$ cat src/rtl/markov_transition_sampler_macros.svh
// Assertion macros shared by the markov transition sampler RTL.
`ifndef MARKOV_TRANSITION_SAMPLER_MACROS_SVH
`define MARKOV_TRANSITION_SAMPLER_MACROS_SVH

// Same-cycle implication, disabled while reset is asserted.
`define MTS_ASSERT_IMP(lbl, clk, rst_n, ante, cons, msg) \
    lbl: assert property (@(posedge clk) disable iff (!rst_n) (ante) |-> (cons)) \
        else $error(msg);

// Next-cycle implication, disabled while reset is asserted.
`define MTS_ASSERT_NXT(lbl, clk, rst_n, ante, cons, msg) \
    lbl: assert property (@(posedge clk) disable iff (!rst_n) (ante) |=> (cons)) \
        else $error(msg);

`endif

$ cat src/rtl/mts_pkg.sv
// Types and constants of the markov transition sampler.
`default_nettype none
package mts_pkg;

    // Fixed field widths of the stream payloads
    localparam int SYM_W        = 4;
    localparam int RND_W        = 32;
    localparam int IN_TDATA_W   = 2 * SYM_W + RND_W;
    localparam int OUT_TDATA_W  = 8;
    localparam int SYM_CMP_W    = 9;
    localparam int ADDR_CALC_W  = 17;

    // Divider step counter
    localparam int BIT_W = $clog2(RND_W);
    localparam logic [BIT_W-1:0] DIV_LAST = BIT_W'(RND_W - 1);

    typedef enum logic {
        CMD_RECORD = 1'b0,
        CMD_SAMPLE = 1'b1
    } t_cmd;

    localparam logic STATUS_OK    = 1'b0;
    localparam logic STATUS_EMPTY = 1'b1;

    typedef enum logic {
        ALU_ADD,
        ALU_SUB
    } t_alu_op;

    typedef enum logic [2:0] {
        ST_CLEAR,
        ST_IDLE,
        ST_REC_RD,
        ST_REC_WR,
        ST_SUM,
        ST_DIV,
        ST_WALK,
        ST_DONE
    } t_state;

endpackage
`default_nettype wire

$ cat src/rtl/mts_alu.sv
// Shared add/subtract unit used for increment, row sum, divide and row walk.
`default_nettype none
module mts_alu #(
    parameter int W = 21
) (
    input  mts_pkg::t_alu_op i_op,
    input  logic [W-1:0]     i_a,
    input  logic [W-1:0]     i_b,
    output logic [W-1:0]     o_res,
    output logic             o_carry
);
    import mts_pkg::*;

    logic [W-1:0] w_b;
    logic         w_cin;
    logic [W:0]   w_sum;

    // Invert the second operand for subtract; carry out means a >= b
    always_comb begin
        unique case (i_op)
            ALU_ADD: begin
                w_b   = i_b;
                w_cin = 1'b0;
            end
            ALU_SUB: begin
                w_b   = ~i_b;
                w_cin = 1'b1;
            end
        endcase
    end

    assign w_sum   = {1'b0, i_a} + {1'b0, w_b} + (W + 1)'(w_cin);
    assign o_res   = w_sum[W-1:0];
    assign o_carry = w_sum[W];

endmodule
`default_nettype wire

$ cat config.mk
export PLATFORM = sky130hd
export DESIGN_NAME = mts_alu
export DESIGN_NICKNAME = d
export VERILOG_FILES = /design/src/rtl/markov_transition_sampler_macros.svh /design/src/rtl/mts_pkg.sv /design/src/rtl/mts_alu.sv
export SDC_FILE = /design/constraint.sdc
export NUM_CORES = 1
export LEC_CHECK = 0
export BUFFER_PORTS_ARGS = -buffer_cell sky130_fd_sc_hd__buf_2
export CAP_MARGIN = 10
export CORE_UTILIZATION = 30
export DETAILED_ROUTE_END_ITERATION = 6
export SYNTH_ARGS = -nofsm -noshare
export SYNTH_HDL_FRONTEND = slang
export SYNTH_SLANG_ARGS = --single-unit
$ cat constraint.sdc
create_clock -name vclk -period 10.3
set_input_delay 3.09 -clock vclk [all_inputs]
set_output_delay 3.09 -clock vclk [all_outputs]
set_load 0.02 [all_outputs]
==> impl_summary.md <==
STA
The final number of setup-violating endpoints is 0. Subtracting the final worst setup slack from the clock period gives 8.81 ns. The ratio of final minimum period to clock period is 0.855. At the pin with the least slew margin, the transition time is 0.585 ns. The worst-case headroom to the max-slew limit is 0.610. Adding up every negative setup slack in the final design gives 0 ns. The max-slew violation total from the final report was 0.

Hold timing on the final database bottoms out at a slack of 6.48 ns. Timing would allow up to 114 MHz. Setup repair after global routing left no endpoint under its margin. The hold violation count in the final report is 0.

Synthesis
xor2_1 is the most common cell in the netlist. ha_1 takes more of the synthesized area than any other cell. After synthesis, the netlist uses 44 different library cells. The share of the synthesized area in the top cell type is 0.210.

The share of the yosys chip area belonging to registers is 0. The compound-cell area share of the yosys netlist came to 0.304. The largest family of logic cells by synthesized area is compound AO/OA/AOI/OAI gates. The synthesized-area fraction occupied by xor and xnor cells is 0.254. The mean instance size in the synthesized netlist is 7.95 µm². The adder-cell area share of the yosys netlist is 0.225.

The number of warnings issued by yosys is 0. Counting every net in the synthesized netlist gives 231. The synthesized-area fraction occupied by and/or/nand/nor cells is 0.166. By area the synthesized netlist is led by ha_1 21%, xor2_1 19%, xnor2_1 6.7%. The synthesized netlist occupies a cell area of 1310 µm².

By count the netlist is led by 28 x xor2_1, 22 x ha_1, 17 x a21oi_1. The post-synthesis instance total is 165. The post-synthesis mux area share is 0.0200.

Route
The detailed-route wire length on metal 1 is 1550 µm. The final layout contains routed wiring with a total length of 3220 µm. The routed design uses 1470 µm of met2 wire. Wire segments on met3 add up to 204 µm in the final route. The vias per cell is 5.09. After detailed routing, the average wire length per cell comes to 11.7 µm. The topmost layer with routed signal wires is met3. After detailed routing, the number of remaining DRC violations is 0.

Across all layers, the routed design uses 1,394 vias. In this run the remaining antenna-violating nets after routing total 0. The number of detailed-routing iterations run before antenna repair is 4. In this run, the number of DRC markers left after iteration 0 of detailed routing was 78.

Worst setup path
For the worst setup path, the data required time is 7.21 ns. The maximum fanout count along the critical path is 21. STA classifies the critical path endpoint as an output port. The worst setup path is of the input port to output port kind. STA puts the critical path data arrival time at 5.72 ns. The critical path startpoint is i_op.

The kind of start point of the critical path is an input port.

Global route
The total global-route track usage is 0.133. The via count of the first global-routing pass came to 1,198. The first global-routing pass estimated 5060 µm of wire. Entering global routing, the biggest net connects 22 pins. The initial antenna violation count was 0.

The total overflow left after global routing is 0.

Cells and area
The count of nets after finishing is 292. The repair_antennas step left the layout with diodes totalling 0. The clock buffers instantiated in the layout total 0. The area used by multi-input combinational logic is 1270 µm². The fraction of layout instances using a drive strength above 1 is 0.330. The signed area change from the synthesized netlist to the final layout is 27.7%. There are 0 flip-flops and latches.

Across the whole layout, storage elements account for 0 µm². Fill cells in the final layout number 454.

Hold path
The beginning of the worst hold path is i_a[0]. Along the worst hold path, the cell count comes to 3. The worst hold path belongs to the class input port to output port.

Placement
In this run the tool buffered the top-level ports with 65 buffer cells. Detailed placement finished with a half-perimeter wire length of 2710 µm. Routability-driven placement finished with a final weighted congestion of 0.809.

Floorplanning
The die is 68.1 µm wide. The die area is 4640 µm². In this run the standard cell core region covers 4090 µm². The top-level I/O count is 65. The floorplan has 23 rows. The initial utilization of the core area, before any placement, comes to 0.321.

The die span in y is 68.1 µm.

Pwr
Across the VDD grid, the largest voltage drop is 0.0490 mV. For this design the ratio of total power to cell area is 110 nW/µm². The analysis attributes to cell leakage a power of 0.842 nW.

Clocking
The number of post-CTS setup repair buffers is 0. The number of buffers inserted for hold repair after clock tree synthesis is 0. After clock tree synthesis, the repair step resized 0 gates.

Status
The flow ran to the end, and the final reports show no timing, DRC or antenna violations.

Job
Across the run, the number of max-cap violations was 0.
[layer usage]
layer | GRT usage | vias up
met5 | 0 | -
met1 | 0.190 | 616
li1 | - | 738
met4 | 0 | 0
met2 | 0.227 | 40
met3 | 0.0133 | 0
[final timing paths]
path / end / slack (ns)
setup / recovery: o_res[18] / 1.49
hold / removal: o_res[0] / 6.48
[kinds of logic after synthesis]
| group | Yosys count |
|---|---|
| AO/OA/AOI/OAI | 53 |
| XOR/XNOR | 38 |
| adder cells (fa/ha/maj) | 23 |
| buffers and inverters | 10 |
| multiplexers | 2 |
| AND/OR/NAND/NOR | 39 |
[final cells by class]
type	count	share of cell area
Multi-Input combinational cell	155	0.759
Timing Repair Buffer	65	0.194
Inverter	4	0.00897
Tap cell	50	0.0374
[worst max-delay path: stages]
cell and delay [ns]:
buf_2 0.47, xor2_1 0.25, ha_1 0.30, a21o_1 0.23, a2111oi_4 0.36, a21oi_2 0.12
a31o_4 0.27, a311oi_2 0.28, xnor2_1 0.14, buf_2 0.19
[power by group]
group / switching [mW] / total (mW) / internal, mW
combinational: 0.109 / 0.184 / 0.0751
clock: 0 / 0 / 0
sequential: 0 / 0 / 0
total: 0.109 / 0.184 / 0.0751
[per-stage QoR]
stage / instance area [µm²] / utilization / instances / setup WS (ns) / total power [mW]
after floorplan: 1310 / - / 165 / 1.63 / 0.134
after global placement: 1670 / 0.410 / 274 / 1.53 / 0.185
after detailed placement: 1670 / 0.410 / 274 / 1.48 / 0.185
after CTS: 1670 / 0.410 / 274 / 1.47 / 0.186
after global routing: 1670 / 0.410 / 274 / 1.32 / 0.202
final: 1670 / 0.410 / 274 / 1.49 / 0.184
[layout by cell type, fill, tap and decap left out, drive strengths merged, types with 2 or more instances in the layout]
master,instances
o211ai,2
a311oi,2
xor2,28
nor2,7
o21a,3
inv,4
a31oi,5
nor3,3
nand4,3
nor2b,3
a31o,2
buf,65
a21boi,2
or3,2
ha,22
nand2,8
xnor2,10
a21oi,18
and4,3
mux2,2
o21ai,4
a21o,7
o21bai,2
nand3,3
(Power assumes the default switching activity.)
