$ cat config.mk
export PLATFORM = sky130hd
export DESIGN_NAME = mts_ram
export DESIGN_NICKNAME = d
export VERILOG_FILES = /design/src/rtl/markov_transition_sampler_macros.svh /design/src/rtl/mts_ram.sv
export SDC_FILE = /design/constraint.sdc
export NUM_CORES = 2
export LEC_CHECK = 0
export BUFFER_PORTS_ARGS = -buffer_cell sky130_fd_sc_hd__buf_4
export CORE_ASPECT_RATIO = 0.6
export CORE_MARGIN = 1
export CORE_UTILIZATION = 30
export DETAILED_ROUTE_END_ITERATION = 6
export PLACE_DENSITY = 0.47
export SETUP_SLACK_MARGIN = 0.3
export SLEW_MARGIN = 30
export SYNTH_ARGS = -nofsm -noshare
export SYNTH_HDL_FRONTEND = slang
export SYNTH_SLANG_ARGS = --single-unit
$ cat constraint.sdc
create_clock -name i_clk -period 3.07 [get_ports i_clk]
set_input_delay 0.4605 -clock i_clk [delete_from_list [all_inputs] [get_ports i_clk]]
set_output_delay 0.4605 -clock i_clk [all_outputs]
set_load 0.01 [all_outputs]
$ cat src/rtl/markov_transition_sampler_macros.svh
// Assertion macros shared by the markov transition sampler RTL.
`ifndef MARKOV_TRANSITION_SAMPLER_MACROS_SVH
`define MARKOV_TRANSITION_SAMPLER_MACROS_SVH

// Same-cycle implication, disabled while reset is asserted.
`define MTS_ASSERT_IMP(lbl, clk, rst_n, ante, cons, msg) \
    lbl: assert property (@(posedge clk) disable iff (!rst_n) (ante) |-> (cons)) \
        else $error(msg);

// Next-cycle implication, disabled while reset is asserted.
`define MTS_ASSERT_NXT(lbl, clk, rst_n, ante, cons, msg) \
    lbl: assert property (@(posedge clk) disable iff (!rst_n) (ante) |=> (cons)) \
        else $error(msg);

`endif

$ cat src/rtl/mts_ram.sv
// Generic single-write, single-read RAM with registered read data.
`default_nettype none
module mts_ram #(
    parameter int W     = 16,
    parameter int DEPTH = 256
) (
    input  logic                     i_clk,
    input  logic                     i_we,
    input  logic [$clog2(DEPTH)-1:0] i_waddr,
    input  logic [W-1:0]             i_wdata,
    input  logic [$clog2(DEPTH)-1:0] i_raddr,
    output logic [W-1:0]             o_rdata
);

    logic [W-1:0] r_mem [DEPTH];
    logic [W-1:0] r_rdata;

    // Write port
    always_ff @(posedge i_clk) begin
        if (i_we) begin
            r_mem[i_waddr] <= i_wdata;
        end
    end

    // Registered read port
    always_ff @(posedge i_clk) begin
        r_rdata <= r_mem[i_raddr];
    end

    assign o_rdata = r_rdata;

endmodule
`default_nettype wire

==> impl_results.md <==
* Layout cell share with drive strength beyond 1 at 0.312
* Fin. Hold Viols at 0
* Top-area cell type share of the netlist area at 0.775
* Clock tree buffer depth at 4
* Netlist Area Pre-Place at between 150,000 and 200,000 sq um
* Final Cycle Share at 0.919
* Setup repair after global routing missed its margin: true
* Multiplexer area fraction after synthesis at 0.155
* Status: completed
* Worst Setup Start Kind: primary input
* Non-filler instance count after layout at between 15,000 and 20,000
* Worst setup path class: in2reg
* Share of synthesized cell area in and, or, nand and nor gates at 0.0157
* Post-synthesis sequential area ratio at 0.777
* Std-Cell Rows at about 210
* Clock network latency to the later pin of the worst-skew pair at around 0.98 ns
* Number of enable-type register cells in the synthesized netlist at roughly 4,100
* Net count after synthesis at 7,394
* Max-slew violations at 0
* Number of warnings reported in the yosys synthesis log at 0
* Wire length per cell at roughly 32 microns
* Type of destination of the critical path: register
* Worst-case register-to-register setup slack at 0.34 ns
* Power density over cell area at around 620 nW/um^2
* # DRC at 0
* Drt first-iter violations at 11,695
* Leak pwr at 0.0599 uW
* Highest clock rate at about 350 MHz
* Floorplan core area at 526,000 sq um
* Worst slew margin at 0.217
* Post-synthesis instance total at between 7,000 and 8,000
* Overflow left after global routing at 0
* Worst hold-check slack at 0.0925 ns
* Initial Utilization at 0.302
* First-pass GRT wire length at between 600 and 700 mm
* Main area contributors after synthesis: sky130_fd_sc_hd__edfxtp_1 77%, sky130_fd_sc_hd__mux4_2 11%, sky130_fd_sc_hd__mux2i_1 3.6%
* Post-CTS setup buffers at 0
* Area fraction in compound gates after synthesis at 0.0354
* GR Util All Layers at 0.186
* Final setup viols at 0
* Accumulated negative setup slack at 0 ns
* Synth cell count leaders: 4,096 x sky130_fd_sc_hd__edfxtp_1, 797 x sky130_fd_sc_hd__mux4_2, 565 x sky130_fd_sc_hd__mux2i_1
* First-pass detailed-route iteration total at 6
* Fraction of synthesis flops using an asynchronous set or reset pin at 0
* Most numerous cell in the Yosys netlist: sky130_fd_sc_hd__edfxtp_1
* Data arrival time of the critical path at ~3.7 ns
* Slew of the pin with the lowest slew margin at about 1.2 ns
* Worst flop-to-flop path startpoint: r_mem[55][3]
* Post-synthesis sequential element count at 4,112
* Max capacitance violation total at 0
* Most frequently used flop master after synthesis: sky130_fd_sc_hd__edfxtp_1
* Timing startpoint of the critical path: i_raddr[0]
* Mean Syn Cell Area at 21.6 sq um
* Endpoint of the worst-slack reg-to-reg timing path: o_rdata[3]
* Biggest area consumer among synthesized cells: sky130_fd_sc_hd__edfxtp_1
* Post-DP HPWL at around 330 mm
* Nets@finish at around 8,400
* Routed wire length at 509 mm
* Register-to-Register Path Depth at 7
* Largest net degree at the start of global routing at 93
* Fill cell total of the finished layout at between 40,000 and 50,000
* Peak ir drop on the vdd network at roughly 0.5 mV
* Clock buffer count from CTS at 380
* IO buf count at 49
* H-tree Lvls at 5
* Post-DRT Antenna Nets at 0
* Vias in the first global route at a little over 80,000
* Number of antenna violations at the first check in global routing at 52
* Count of cells along the worst hold path at 1
* DP Cell Count at between 10,000 and 15,000
* Critical-path maximum fanout at 29
* Via count at approximately 83,000
* Post-Route Skew at ~0.056 ns
* Global placer's final weighted congestion at slightly below 0.9
* Xor/xnor share of the synthesized area at 0
* Chip Width at approximately 940 microns
* Number of unique standard cell types used by synthesis at 52
* Floorplan die area at between 500,000 and 600,000 sq um
* Vertical die dimension at between 500 and 600 microns
* Boundary pin count at 50
* Buffer cell driving the clock tree root: sky130_fd_sc_hd__clkbuf_16
* Synthesized-area fraction occupied by adder cells at 0
* CTS tree: yes
* Worst min-delay path category: in2reg
* Time the final worst path needs with I/O delays and setup at approximately 2.8 ns
* Per-cell via count in the routed design at 5.27
* Synthesis-to-finish area growth at 18.7%
* Clock transition at the registers of the reported paths at about 0.07 ns
* Final core utilization at 0.358
* Main combinational cell family by area after synthesis: multiplexers
* End point of the critical path: o_rdata[3]
* Data required time at the worst endpoint at approximately 4.0 ns
* Total number of clock tree sinks at around 4,100
## metal layers
metal  GRT usage  vias up  routed length (microns)
li1            -    33422                        -
met1       0.294    45113                   241000
met2       0.249     3786                   201000
met3      0.0600      512                    57500
met4      0.0311        2                     8830
met5           0        -                       13
## kinds of logic after synthesis
| group | Yosys count |
|---|---|
| muxes | 1450 |
| AOI/OAI and AO/OA | 786 |
| DFF | 4112 |
| buffers and inverters | 456 |
| and+or+nand+nor | 556 |
## worst max-delay path: stages
cell and delay (ns):
sky130_fd_sc_hd__buf_16 0.20, sky130_fd_sc_hd__buf_4 0.19, sky130_fd_sc_hd__buf_12 0.29, sky130_fd_sc_hd__buf_4 0.31
sky130_fd_sc_hd__mux4_2 0.30, sky130_fd_sc_hd__a21oi_1 0.14, sky130_fd_sc_hd__o21ai_0 0.83, sky130_fd_sc_hd__nand4_1 0.21
sky130_fd_sc_hd__buf_4 0.24, sky130_fd_sc_hd__nor4_1 0.28, sky130_fd_sc_hd__buf_4 0.16
## through the flow
step | worst slack [ns] | cell area (sq um) | total power [uW]
2_1_floorplan | 0.444 | 159000 | 66200
3_3_place_gp | -1.07 | 176000 | 70300
6_report | 0.250 | 188000 | 117000
5_1_grt | 0.245 | 188000 | 120000
3_5_place_dp | -1.09 | 176000 | 70400
4_1_cts | 0.291 | 188000 | 118000
## power by group
part | internal [uW] | switching (uW)
logic | 2690 | 4590
clock network | 26000 | 21700
registers | 61800 | 106
## worst min-delay path by stage
stage | start | end | slack (ns)
after floorplan | i_wdata[0] | r_mem[0][0] | 0.56
after global placement | i_wdata[1] | r_mem[108][1] | 0.87
after detailed placement | i_wdata[1] | r_mem[108][1] | 0.88
after CTS | i_wdata[6] | r_mem[231][6] | 0.003
after global routing | i_wdata[6] | r_mem[215][6] | 0.04
final | i_wdata[6] | r_mem[111][6] | 0.09
## repair_timing
| item | in CTS | in global routing |
|---|---|---|
| gates resized for setup | 11 | 6 |
| endpoints found under the hold margin | 464 | 0 |
| gates cloned | 0 | 0 |
| hold buffers | 15 | 0 |
| setup endpoints to repair | 4 | 7 |
## layout by cell type, fill, tap and decap left out, types with 40 or more instances in the layout
master	count
sky130_fd_sc_hd__o221ai_1	252
sky130_fd_sc_hd__a21oi_1	174
sky130_fd_sc_hd__nor3_1	85
sky130_fd_sc_hd__mux2i_1	565
sky130_fd_sc_hd__nor2_2	146
sky130_fd_sc_hd__buf_12	177
sky130_fd_sc_hd__mux2_2	88
sky130_fd_sc_hd__clkbuf_16	384
sky130_fd_sc_hd__nor2_1	150
sky130_fd_sc_hd__clkbuf_1	71
sky130_fd_sc_hd__mux4_2	797
sky130_fd_sc_hd__clkinv_1	94
sky130_fd_sc_hd__o22ai_1	148
sky130_fd_sc_hd__edfxtp_1	4096
sky130_fd_sc_hd__a22oi_1	40
sky130_fd_sc_hd__clkinv_2	67
sky130_fd_sc_hd__buf_4	906
## area by class of cell
class | instances | area (sq um) | share of cell area
Multi-Input combinational cell | 2792 | 33400 | 0.177
Clock buffer | 456 | 9890 | 0.0525
Inverter | 4 | 27.5 | 0.000146
Sequential cell | 4112 | 123000 | 0.654
Antenna cell | 16 | 40.0 | 0.000212
Clock inverter | 237 | 2220 | 0.0118
Timing Repair Buffer | 1120 | 10800 | 0.0575
Tap cell | 6968 | 8720 | 0.0463
## registers in the layout (all words and copies together), names as in the netlist
register / cells
o_rdata: 16
r_mem: 4096
No activity file was read; power rests on OpenSTA's default activity.
